===== src/rtl/assert_macros.svh =====
// Assertion helpers for the RTL, included by power_factor_calculator.
`ifndef ASSERT_MACROS_SVH
`define ASSERT_MACROS_SVH

// Check that prop holds on every rising clock edge while reset is low.
`define ASSERT_AT(label, clk, rst, prop) \
   label: assert property (@(posedge clk) disable iff (rst) prop) \
      else $error("assertion failed");

// Check that cond in one cycle is followed by nxt in the next cycle.
`define ASSERT_NEXT(label, clk, rst, cond, nxt) \
   label: assert property (@(posedge clk) disable iff (rst) (cond) |=> (nxt)) \
      else $error("assertion failed");

`endif


===== src/rtl/pfc_pkg.sv =====
package pfc_pkg;

   // three phases plus the total, one lane each
   localparam int PHASE_COUNT  = 3;
   localparam int LANE_COUNT   = 4;
   localparam int TOTAL_LANE   = 3;
   localparam int FIELD_COUNT  = 12;
   localparam int LAMBDA_WIDTH = 16;

   // configuration port
   localparam int CSR_INDEX_WIDTH = 2;
   localparam int CSR_DATA_WIDTH  = 16;
   localparam int MASK_WIDTH      = 3;
   localparam int LIMIT_WIDTH     = 15;
   localparam int MINIMUM_WIDTH   = 16;

   localparam logic [MASK_WIDTH-1:0]    MASK_RESET    = 3'd7;
   localparam logic [LIMIT_WIDTH-1:0]   LIMIT_RESET   = 15'd16383;
   localparam logic [MINIMUM_WIDTH-1:0] MINIMUM_RESET = 16'd1;

   typedef enum logic [CSR_INDEX_WIDTH-1:0] {
      CSR_THREE_WIRE  = 2'd0,
      CSR_PHASE_MASK  = 2'd1,
      CSR_LOAD_LIMIT  = 2'd2,
      CSR_APPARENT_MIN = 2'd3
   } csr_index_type;

   typedef enum logic [1:0] {
      LOAD_NONE = 2'd0,
      LOAD_IND  = 2'd1,
      LOAD_CAP  = 2'd2
   } load_type_type;

   // per-lane control that travels with the operands
   typedef struct packed {
      logic und;    // result undefined
      logic zero;   // result forced to a defined zero
      logic qpos;   // reactive power above zero
   } lane_flags_type;

   // one result item, lambda of lane 0 in the lowest bits
   typedef struct packed {
      logic [LANE_COUNT-1:0][1:0]              load;
      logic [LANE_COUNT-1:0]                   und;
      logic [LANE_COUNT-1:0][LAMBDA_WIDTH-1:0] lambda;
   } result_type;

endpackage


===== src/rtl/pfc_prep.sv =====
module pfc_prep #(
   parameter int W = 32
) (
   input  logic                                    clock,
   input  logic                                    en,
   input  logic                                    three_wire,
   input  logic [pfc_pkg::MASK_WIDTH-1:0]          mask,
   input  logic [pfc_pkg::MINIMUM_WIDTH-1:0]       minimum,
   input  logic signed [W-1:0]                     p_i     [pfc_pkg::LANE_COUNT],
   input  logic signed [W-1:0]                     q_i     [pfc_pkg::LANE_COUNT],
   input  logic signed [W-1:0]                     s_i     [pfc_pkg::LANE_COUNT],
   output logic signed [W+1:0]                     p_o     [pfc_pkg::LANE_COUNT],
   output logic signed [W+1:0]                     s_o     [pfc_pkg::LANE_COUNT],
   output pfc_pkg::lane_flags_type                 flags_o [pfc_pkg::LANE_COUNT]
);

   localparam int SW = W + 2;

   logic [W-1:0]            s_mag  [pfc_pkg::PHASE_COUNT];
   logic                    ok     [pfc_pkg::PHASE_COUNT];
   logic signed [SW-1:0]    ssum;
   logic signed [SW-1:0]    p_in   [pfc_pkg::LANE_COUNT];
   logic signed [SW-1:0]    s_in   [pfc_pkg::LANE_COUNT];
   pfc_pkg::lane_flags_type fl_in  [pfc_pkg::LANE_COUNT];
   logic signed [SW-1:0]    p_ff   [pfc_pkg::LANE_COUNT];
   logic signed [SW-1:0]    s_ff   [pfc_pkg::LANE_COUNT];
   pfc_pkg::lane_flags_type fl_ff  [pfc_pkg::LANE_COUNT];

   // qualify phases, add up the apparent power of the valid ones
   always_comb begin
      ssum = '0;
      for (int i = 0; i < pfc_pkg::PHASE_COUNT; i++) begin
         s_mag[i] = s_i[i][W-1] ? W'(-s_i[i]) : W'(s_i[i]);
         ok[i]    = !three_wire && mask[i] && (s_i[i] != '0) && (s_mag[i] >= W'(minimum));
         if (ok[i]) begin
            ssum = ssum + SW'(s_i[i]);
         end
      end
      for (int i = 0; i < pfc_pkg::LANE_COUNT; i++) begin
         p_in[i]       = SW'(p_i[i]);
         s_in[i]       = SW'(s_i[i]);
         fl_in[i].qpos = !q_i[i][W-1] && (q_i[i] != '0);
         fl_in[i].zero = 1'b0;
         fl_in[i].und  = 1'b1;
      end
      for (int i = 0; i < pfc_pkg::PHASE_COUNT; i++) begin
         fl_in[i].und = !ok[i];
      end
      // total: own apparent power in three-wire mode, phase sum otherwise
      if (three_wire) begin
         fl_in[pfc_pkg::TOTAL_LANE].und = (s_i[pfc_pkg::TOTAL_LANE] == '0);
      end else begin
         s_in[pfc_pkg::TOTAL_LANE]       = ssum;
         fl_in[pfc_pkg::TOTAL_LANE].zero = (p_i[pfc_pkg::TOTAL_LANE] == '0);
         fl_in[pfc_pkg::TOTAL_LANE].und  = (p_i[pfc_pkg::TOTAL_LANE] != '0) && (ssum == '0);
      end
   end

   // register lane operands
   always_ff @(posedge clock) begin
      if (en) begin
         for (int i = 0; i < pfc_pkg::LANE_COUNT; i++) begin
            p_ff[i]  <= p_in[i];
            s_ff[i]  <= s_in[i];
            fl_ff[i] <= fl_in[i];
         end
      end
   end

   assign p_o     = p_ff;
   assign s_o     = s_ff;
   assign flags_o = fl_ff;

endmodule


===== config.mk =====
export PLATFORM = sky130hd
export DESIGN_NAME = pfc_prep
export DESIGN_NICKNAME = d
export VERILOG_FILES = /design/src/rtl/assert_macros.svh /design/src/rtl/pfc_pkg.sv /design/src/rtl/pfc_prep.sv
export SDC_FILE = /design/constraint.sdc
export NUM_CORES = 1
export LEC_CHECK = 0
export BUFFER_PORTS_ARGS = -buffer_cell sky130_fd_sc_hd__buf_2
export CELL_PAD_IN_SITES_DETAIL_PLACEMENT = 1
export CELL_PAD_IN_SITES_GLOBAL_PLACEMENT = 1
export CORE_AREA = 2 2 265 267
export CTS_CLUSTER_DIAMETER = 40
export DETAILED_ROUTE_END_ITERATION = 8
export DIE_AREA = 0 0 267 269
export PLACE_DENSITY = 0.68
export RECOVER_POWER = 50
export SETUP_SLACK_MARGIN = 0.15
export SYNTH_ARGS = -nofsm -noshare
export SYNTH_HDL_FRONTEND = slang
export SYNTH_SLANG_ARGS = --single-unit

===== constraint.sdc =====
create_clock -name clock -period 20.2 [get_ports clock]
set_input_delay 2.02 -clock clock [delete_from_list [all_inputs] [get_ports clock]]
set_output_delay 2.02 -clock clock [all_outputs]
set_load 0.03 [all_outputs]

* Word-level counts from Yosys, hierarchy flattened *
Cells that the tools add are included.

operators by class
  reduce and logical (&&, ||, !) cells = 33
  $lt $le $gt $ge = 3
  muxes and demuxes = 8
  add/sub/neg operators = 5

operator list
  cell                            number
  nonzero test 32 bit             8
  two-way mux 34 bit              4
  >= comparator 32 x 16 -> 1 bit  3
  two-way mux 32 bit              3
  negator 32 bit                  3
  adder 34 x 32 -> 34 bit         2
  logical NOT 32 bit              2
  logical NOT 34 bit              1
  logical AND 1 bit               14
  logical NOT 1 bit               8
  two-way mux 1 bit               1

word-level totals
  bits in registers = 267
  output and inout port bits = 284
  logic and storage cells = 66
  input bits = 406

* Depth between registers and ports, before layout *
Gate-level depths: netlist of run 1.

  depth in word-level cells = 12
  mapped depth = 43
  depth with buffers taken out = 42

* Worst setup path before layout of run 1 *
OpenSTA, ideal clock, no wires.

  kind = input to register
  start = input s_i[101] in the netlist's numbering
  end = register fl_ff, in the netlist flags_o[2], data pin
  setup time = 0.145 ns
  buffers on the path = 2
  data arrival time = 10.962 ns
  cell stages on the path = 39
  data required time = 20.055 ns
  slack = 9.093 ns
  cell sequence = or4_1 -> or4_1 -> buf_2 -> o21ai_0 -> xnor2_1 -> ha_1 -> o21ai_0 -> nor2_1 -> or3_1 -> a2111o_1 -> a2111o_1 -> nor4_2 -> nand2_1 -> and2_1 -> inv_1 -> clkbuf_1 -> nor2_1 -> ha_1 -> [3 not listed] -> o31ai_1 -> a31oi_1 -> xnor2_1 -> mux2_2 -> ha_1 -> and3_1 -> nor4b_1 -> o211ai_1 -> a31oi_1 -> a21o_1 -> a21oi_1 -> xnor2_1 -> a31oi_1 -> or4_4 -> a2111oi_2 -> o2111ai_1 -> or4_1 -> o21ai_1

RTL lines
  item                            RTL line        RTL
  start: declaration              pfc_prep.sv:11  input logic signed [W-1:0] s_i [pfc_pkg::LANE_COUNT],
  end signal: indexed assignment  pfc_prep.sv:65  fl_ff[i] <= fl_in[i];
  end: declaration                pfc_prep.sv:27  pfc_pkg::lane_flags_type fl_ff [pfc_pkg::LANE_COUNT];

==> reports/results.ini, run 1 <==
[status]
status = finished, violations left
violations = capacitance limit, slew limit

[setup_path]
critPathRequiredTime_ps = 20640
cpMaxStageDelayCell = clkbuf_1
worstSetupPathType = in2reg
start_kind = input pin
crit_path_max_incr_delay_ps = 1220
crit_arrival_ps = 12970
cp-end-kind = register
path_delay_family = compound AO/OA/AOI/OAI gates
cp_num_buf_inv = 3
worstPathMaxFanout = 35

[synth]
synth_top_family_by_area = simple AND/OR/NAND/NOR gates
ys_async_sr_fraction_pct = 0
seq_area_frac_synth_pct = 46.9
synth.cell_area_um2 = 17100
synthXorXnorAreaFrac_pct = 4.82
synth_seq_cells = 267
ys_warn_count = 0
synth.avg_cell_area_um2 = 10.6
synth_fa_ha_area_share_pct = 8.87
synth_edf_count = 267
synth_cell_type_count = 87
synthMuxAreaShare_pct = 2.28
synth_compound_area_share_pct = 15.2
synth-simple-area-share_pct = 18.4
synth_cells = 1616
synth_flop_cell = edfxtp_1

[placed_design]
hpwl_um = 65000
place.gp.congestion = 0.918
dpl_worst_slack_ps = 7400
port_buffers = 686
dp.cells = 3189

[drt]
vias = 16756
drt-vias-per-instance = 5.11
drt_iter0_drc = 971
routed_wl_um = 79000
dr.pass1.iters = 5
wl_per_cell_um = 24.1
ant_nets = 0
drc_errors = 0

[floorplan]
io-pin-count = 690
rows = 97
die-area_um2 = 71800
core_area_um2 = 69300
die_y_um = 269
die_width_um = 267
start_util_pct = 24.7

[job]
maxCapViolations = 6

[cells_and_area]
nNetsFinal = 2827
final_cells = 3282
final_common_cell = buf_2
multi_input_area_um2 = 8490
final_cell_mix = 561 x buf_2, 267 x edfxtp_1, 132 x clkbuf_1, 118 x ha_1, 117 x nand2_1
seq_area_um2 = 8020
final_layout_size_suffix_gt1_share_pct = 30.6
syn2layout_area_growth_pct = 34.4
fillCellCount = 8017

[grt]
grt_pass1_vias = 17498
grt_usage_pct = 21.1
grt_pass1_wl_um = 114000
antenna_found_initial = 7
grt_start_max_net_pins = 82
overflow = 0

[sta]
max_freq_mhz = 79.8
slew-limit-headroom_pct = -170
rsz0062_at_grt = false
period_needed_ps = 12530
timing.final.crit_share_pct = 62.0
hold_viol = 0
setup_viol = 0
drv_slew = 296
setup_slack_ps = 7670
tightest_slew_ps = 4060
tns_ps = 0

[cts]
ctsHoldBuffers = 0
numCtsBuffers = 50
cts_resized = 0
cts_htree_levels = 2
postCtsSetupRepairBufs = 0
numClockSinks = 267
clkTransAtPathRegs_ps = 60
cts_buffer_depth = 3
cts_tree = done
cts-root-buf = clkbuf_16

[power_and_ir_drop]
p_leak_nw = 9.51
p_per_area_nw_per_um2 = 86.1
irDropWorstVdd_mv = 0.0535

[min_path]
hold_class = in2reg

[through the flow]
| stage | power [mW] | hold slack (ps) | instance area, um^2 | util [%] |
|---|---|---|---|---|
| 2_1_floorplan | 0.963 | 2120 | 17100 | - |
| 4_1_cts | 2.01 | 1570 | 23200 | 33.4 |
| 3_3_place_gp | 1.15 | 2200 | 21500 | 31.0 |
| 3_5_place_dp | 1.16 | 2200 | 21500 | 31.0 |
| 5_1_grt | 2.06 | 1570 | 23000 | 33.1 |
| 6_report | 1.98 | 1610 | 23000 | 33.2 |
[metal layers]
metal | track usage [%] | vias up | wire length (um)
li1 | - | 7685 | -
met1 | 24.1 | 8322 | 31100
met2 | 39.1 | 601 | 40800
met3 | 3.90 | 142 | 4490
met4 | 7.71 | 6 | 2630
met5 | 0 | - | 37
[cells in the mapped netlist, types with 22 or more instances]
cell type	instances	share of area [%]
mux2_2	24	1.6
xor2_1	25	1.3
ha_1	118	8.6
nand4_1	43	1.6
nor3_1	52	1.5
o31ai_1	24	1.1
xnor2_1	69	3.5
nand2_1	117	2.6
nor4_1	66	2.4
edfxtp_1	267	47
a21oi_1	95	2.8
and3_1	45	1.6
nor2_1	110	2.4
a31oi_1	22	0.81
clkbuf_1	39	0.86
o21ai_0	69	2.0
nand3_1	35	1.0
inv_1	62	1.4
a21o_1	37	1.6
[state kept, by name, indices dropped and copies added, names as in the netlist]
name     flops
flags_o      9
p_o        128
s_o        130
[logic make-up after synthesis]
family          Yosys count
fa+ha+maj               120
mux                      36
simple gates            580
flops                   267
other cells               1
buf+inv                 132
xor+xnor                 94
compound gates          386
[power by group]
part / internal [mW] / total (mW) / switching, mW
Combinational: 0.148 / 0.471 / 0.322
Sequential: 0.667 / 0.680 / 0.0137
Clock: 0.522 / 0.826 / 0.304
[path summary, 6_finish.rpt]
kind / start / endpoint / slack (ps) / cells after the start
worst min-delay path: p_i[33] / p_o[35] / 1610 / 1
worst max-delay path: s_i[127] / flags_o[2] / 7670 / 40
[cell type report]
class	instances	area share, %
Inverter	64	1.10
Tap cell	940	5.12
Antenna cell	2	0.0218
Clock buffer	53	5.50
Timing Repair Buffer	699	14.6
Multi-Input combinational cell	1219	37.0
Clock inverter	38	1.79
Sequential cell	267	34.9
(Power assumes the default switching activity.)
==> run 2: changes to the inputs <==
--- a/config.mk
+++ b/config.mk
@@ -8,11 +8,11 @@
 export BUFFER_PORTS_ARGS = -buffer_cell sky130_fd_sc_hd__buf_2
 export CELL_PAD_IN_SITES_DETAIL_PLACEMENT = 1
 export CELL_PAD_IN_SITES_GLOBAL_PLACEMENT = 1
-export CORE_AREA = 2 2 265 267
+export CORE_AREA = 2 2 267 269
 export CTS_CLUSTER_DIAMETER = 40
 export DETAILED_ROUTE_END_ITERATION = 8
-export DIE_AREA = 0 0 267 269
-export PLACE_DENSITY = 0.68
+export DIE_AREA = 0 0 269 271
+export PLACE_DENSITY = 0.7
 export RECOVER_POWER = 50
 export SETUP_SLACK_MARGIN = 0.15
 export SYNTH_ARGS = -nofsm -noshare
==> constraint.sdc (replaced) <==
create_clock -name clock -period 10.7 [get_ports clock]
set_input_delay 1.07 -clock clock [delete_from_list [all_inputs] [get_ports clock]]
set_output_delay 1.07 -clock clock [all_outputs]
set_load 0.03 [all_outputs]
==> reports/results.ini, run 2 (synthesis results as in run 1) <==
[setup_path]
start_kind = input pin  ; unchanged
cp-end-kind = register  ; unchanged
cpMaxStageDelayCell = or4_4  ; was clkbuf_1
critPathLaunch = s_i[100]  ; was s_i[127]
critPathRequiredTime_ps = 11160  ; was 20640 ps
crit_arrival_ps = 10440  ; was 12970 ps
worstPathMaxFanout = 6  ; was 35
worstSetupPathType = in2reg  ; unchanged
crit_path_max_incr_delay_ps = 570  ; was 1220 ps

[floorplan]
start_util_pct = 24.5  ; was 24.7%
die-area_um2 = 72900  ; was 71800 um^2
die_width_um = 269  ; was 267 um
core_area_um2 = 69800  ; was 69300 um^2
rows = 97  ; unchanged
io-pin-count = 690  ; unchanged
die_y_um = 271  ; was 269 um

[sta]
slew-limit-headroom_pct = -370  ; was -170%
rsz0062_at_grt = false  ; unchanged
period_needed_ps = 9980
tns_ps = 0  ; unchanged
setup_viol = 0  ; unchanged
timing.final.crit_share_pct = 93.3
drv_slew = 160  ; was 296
tightest_slew_ps = 7050  ; was 4060 ps
whs_ps = 644  ; was 1610 ps
max_freq_mhz = 100
hold_viol = 0  ; unchanged

[grt]
grt_pass1_wl_um = 118000  ; was 114000 um
grt_start_max_net_pins = 121  ; was 82
grt_usage_pct = 21.7  ; was 21.1%
overflow = 0  ; unchanged
grt_pass1_vias = 18149  ; was 17498
antenna_found_initial = 16  ; was 7

[drt]
wl_per_cell_um = 24.7  ; was 24.1 um
ant_nets = 0  ; unchanged
drt-vias-per-instance = 5.15  ; was 5.11
drc_errors = 0  ; unchanged
drt_iter0_drc = 993  ; was 971
dr.pass1.iters = 6  ; was 5
vias = 17209  ; was 16756
routed_wl_um = 82500  ; was 79000 um

[job]
maxCapViolations = 2  ; was 6

[cts]
cts-root-buf = clkbuf_16  ; unchanged
cts_buffer_depth = 3  ; unchanged
numCtsBuffers = 54  ; was 50
numClockSinks = 267  ; unchanged
cts_htree_levels = 2  ; unchanged
cts_tree = done  ; unchanged
clkTransAtPathRegs_ps = 60  ; about the same

[placed_design]
hpwl_um = 67100  ; was 65000 um
port_buffers = 686  ; unchanged
placed_area_um2 = 21800  ; was 21500 um^2
place.gp.congestion = 0.929  ; was 0.918

[cells_and_area]
fillCellCount = 8182  ; was 8017
final_common_cell = buf_2  ; unchanged
final_layout_size_suffix_gt1_share_pct = 29.6  ; was 30.6%
final_cell_mix = 497 x buf_2, 267 x edfxtp_1, 193 x clkbuf_1, 118 x ha_1, 117 x nand2_1  ; was 561 x buf_2, 267 x edfxtp_1, 132 x clkbuf_1, 118 x ha_1, 117 x nand2_1
seq_area_um2 = 8020  ; unchanged
nNetsFinal = 2876  ; was 2827
syn2layout_area_growth_pct = 37.4  ; was 34.4%
fin_area_um2 = 23500  ; was 23000 um^2
largest_reg_flops = 130  ; unchanged
multi_input_area_um2 = 8510  ; was 8490 um^2

[min_path]
hold_class = in2reg  ; unchanged
min_from = p_i[84]  ; was p_i[33]

[power_and_ir_drop]
p_per_area_nw_per_um2 = 168  ; was 86.1 nW/um^2
irDropWorstVdd_mv = 0.109  ; was 0.0535 mV
p_leak_nw = 9.66  ; was 9.51 nW

[status]
status = finished, violations left  ; unchanged
violations = capacitance limit, slew limit  ; unchanged

[run 2: cell count changes in the layout (fill, tap and decap cells not counted), sizes merged]
cell | previous run | this run
clkbuf | 182 | 247
buf | 570 | 553
inv | 69 | 77
diode | 2 | 8
clkinv | 23 | 18
clkinvlp | 5 | 8
bufinv | 5 | 7
[run 2: cell type report]
cell class	instances	area share, %
inverters	64	1.08
clock buffers	56	5.78
flip-flops and latches	267	34.1
clock inverters	46	2.27
multi-input cells	1219	36.2
diodes	8	0.0852
repair buffers	744	15.4
well taps	940	5.01
[run 2: worst paths after layout]
| check | to | depth (start not counted) |
|---|---|---|
| setup / recovery | flags_o[2] | 38 |
| hold / removal | p_o[88] | 1 |
[run 2: power by group]
group          switching [mW]  total, mW  internal, mW
clock                   0.627       1.74          1.11
sequential             0.0297       1.29          1.26
combinational           0.618      0.909         0.291
total                    1.27       3.94          2.66
[run 2: repair_timing]
action,in CTS,in global routing
setup endpoints to repair,0,3
gates resized for setup,0,7
hold buffers,0,0
setup buffers,0,1
[run 2: per-stage QoR]
| step | utilization (%) | setup slack (ps) | instances | total power, mW |
|---|---|---|---|---|
| floorplan | - | 543 | 1618 | 1.82 |
| global placement | 31.2 | 43.3 | 3233 | 2.19 |
| detailed placement | 31.2 | -172 | 3233 | 2.22 |
| CTS | 34.0 | 440 | 3335 | 3.98 |
| global route | 33.7 | 109 | 3340 | 4.10 |
| finish | 33.7 | 720 | 3344 | 3.94 |
[run 2: layer usage]
layer	part of all wire, %	routed length, um	vias up	GRT usage, %
met5	0.11	93	-	0
met4	5.7	4710	16	12.1
met3	6.4	5240	244	4.54
met2	50	41300	686	38.3
met1	38	31100	8463	24.0
li1	-	-	7800	-
[run 2: critical path, delay by kind of cell]
kind,cells,cell delay [ps]
xor gates and xnor gates,3,440
buffers and inverters,2,380
adders and majority gates,3,840
and+or+nand+nor,11,3520
muxes,1,310
AOI/OAI and AO/OA,18,3860
==> run 3: changes to the inputs <==
--- a/config.mk
+++ b/config.mk
@@ -7,14 +7,15 @@
 export LEC_CHECK = 0
 export BUFFER_PORTS_ARGS = -buffer_cell sky130_fd_sc_hd__buf_2
 export CELL_PAD_IN_SITES_DETAIL_PLACEMENT = 1
-export CELL_PAD_IN_SITES_GLOBAL_PLACEMENT = 1
-export CORE_AREA = 2 2 267 269
+export CELL_PAD_IN_SITES_GLOBAL_PLACEMENT = 2
+export CORE_AREA = 2 2 270 272
 export CTS_CLUSTER_DIAMETER = 40
 export DETAILED_ROUTE_END_ITERATION = 8
-export DIE_AREA = 0 0 269 271
-export PLACE_DENSITY = 0.7
+export DIE_AREA = 0 0 272 274
+export PLACE_DENSITY = 0.81
 export RECOVER_POWER = 50
 export SETUP_SLACK_MARGIN = 0.15
+export SLEW_MARGIN = 20
 export SYNTH_ARGS = -nofsm -noshare
 export SYNTH_HDL_FRONTEND = slang
 export SYNTH_SLANG_ARGS = --single-unit
==> reports/results.ini, run 3 (synthesis results as in run 1) <==
[drt]
routed-wl-met3_um = 3750  ; was 5240 um
wl_met1_um = 31000  ; was 31100 um
ant_nets = 0  ; unchanged
wl_per_cell_um = 23.3  ; was 24.7 um
drt-vias-per-instance = 5.04  ; was 5.15
top_layer = met5  ; unchanged
drc_errors = 0  ; unchanged
met2WireLength_um = 40500  ; was 41300 um
routed_wl_um = 77800  ; was 82500 um
vias = 16844  ; was 17209
dr.pass1.iters = 5  ; was 6
drt_iter0_drc = 925  ; was 993

[placed_design]
hpwl_um = 63600  ; was 67100 um
port_buffers = 686  ; unchanged
dpl_worst_slack_ps = 15.5  ; was -172 ps
place.gp.congestion = 0.900  ; was 0.929

[cells_and_area]
syn2layout_area_growth_pct = 36.5  ; was 37.4%
final_layout_size_suffix_gt1_share_pct = 29.3  ; was 29.6%
nNetsFinal = 2862  ; was 2876
final_cell_mix = 498 x buf_2, 267 x edfxtp_1, 196 x clkbuf_1, 118 x ha_1, 117 x nand2_1  ; was 497 x buf_2, 267 x edfxtp_1, 193 x clkbuf_1, 118 x ha_1, 117 x nand2_1
final_common_cell = buf_2  ; unchanged
largest_reg_flops = 130  ; unchanged

[sta]
rsz0062_at_grt = false  ; unchanged
setup_slack_ps = 729  ; was 720 ps
tns_ps = 0  ; unchanged
drv_slew = 154  ; was 160
max_freq_mhz = 100  ; about the same
setup_viol = 0  ; unchanged
slew-limit-headroom_pct = -333  ; was -370%
period_needed_ps = 9970  ; was 9980 ps
tightest_slew_ps = 6500  ; was 7050 ps
hold_viol = 0  ; unchanged
timing.final.crit_share_pct = 93.2  ; was 93.3%

[setup_path]
critPathRequiredTime_ps = 11150  ; was 11160 ps
crit_path_max_incr_delay_ps = 630  ; was 570 ps
cp_num_buf_inv = 2  ; unchanged
crit_arrival_ps = 10420  ; was 10440 ps
worstPathMaxFanout = 33  ; was 6
cpMaxStageDelayCell = or4_1  ; was or4_4
cp-end-kind = register  ; unchanged
path_depth = 38  ; unchanged
path_delay_family = compound AO/OA/AOI/OAI gates  ; unchanged
worstSetupPathType = in2reg  ; unchanged
start_kind = input pin  ; unchanged

[grt]
grt_usage_pct = 20.0  ; was 21.7%
grt_pass1_wl_um = 113000  ; was 118000 um
grt_pass1_vias = 17768  ; was 18149
antenna_found_initial = 8  ; was 16
overflow = 0  ; unchanged
grt_start_max_net_pins = 115  ; was 121

[min_path]
min_from = p_i[87]  ; was p_i[84]
hold_class = in2reg  ; unchanged
hold_path_end = p_o[91]  ; was p_o[88]
hold_depth = 1  ; unchanged

[floorplan]
die_y_um = 274  ; was 271 um
die_width_um = 272  ; was 269 um
start_util_pct = 23.8  ; was 24.5%
core_area_um2 = 72000  ; was 69800 um^2
die-area_um2 = 74500  ; was 72900 um^2
io-pin-count = 690  ; unchanged
rows = 99  ; was 97

[power_and_ir_drop]
p_leak_nw = 9.54  ; was 9.66 nW
p_per_area_nw_per_um2 = 165  ; was 168 nW/um^2
irDropWorstVdd_mv = 0.111  ; was 0.109 mV

[cts]
numClockSinks = 267  ; unchanged
clkTransAtPathRegs_ps = 60  ; about the same
cts_tree = done  ; unchanged
cts-root-buf = clkbuf_16  ; unchanged
cts_buffer_depth = 3  ; unchanged
cts_htree_levels = 2  ; unchanged
ctsHoldBuffers = 0  ; unchanged
numCtsBuffers = 53  ; was 54

[job]
maxCapViolations = 2  ; unchanged

[status]
status = finished, violations left  ; unchanged
violations = capacitance limit, slew limit  ; unchanged

-- run 3: changes by cell type in the layout (fill, tap and decap cells not counted), sizes merged --
cell / delta
clkinv: -2
bufinv: -3
clkbuf: +2
diode: -7
buf: -16
clkinvlp: +3
inv: +1
-- run 3: per-layer routing --
metal | GRT usage (%) | vias to the layer above
met4 | 6.58 | 12
met2 | 37.2 | 561
met5 | 0 | -
met3 | 3.31 | 142
met1 | 23.2 | 8372
li1 | - | 7757
-- run 3: worst max path at each step --
stage	start	endpoint	slack (ps)
floorplan	s_i[101]	flags_o[2]	540
global placement	s_i[101]	flags_o[2]	190
detailed placement	s_i[101]	flags_o[2]	20
CTS	s_i[101]	flags_o[2]	630
global route	s_i[101]	flags_o[2]	150
finish	s_i[101]	flags_o[2]	730
-- run 3: repair_timing --
item                                    in CTS  in global routing
endpoints found under the setup margin       0                  2
gates resized for setup                      0                  9
setup buffers                                0                  1
-- run 3: power by group --
group / internal (mW) / switching, mW / total, mW
clock network: 1.03 / 0.628 / 1.66
logic: 0.287 / 0.609 / 0.895
registers: 1.26 / 0.0263 / 1.28
total: 2.58 / 1.26 / 3.84
-- run 3: area by class of cell --
class                      instances  area [um^2]
fill                            8442        48600
sequential                       267         8020
timing repair buffer             731         3510
clock inverter                    45          482
multi-input combinational       1219         8530
antenna                            1         2.50
clock buffer                      55         1330
inverter                          64          253
tap                              959         1200
-- run 3: per-stage QoR --
stage	utilization, %	cells	power [mW]	hold slack (ps)	instance area (um^2)
floorplan	-	1618	1.82	1170	17100
global route	32.4	3340	4.01	611	23300
finish	32.4	3341	3.84	642	23300
global placement	30.2	3239	2.18	1250	21700
CTS	32.7	3339	3.90	602	23500
detailed placement	30.2	3239	2.21	1250	21700
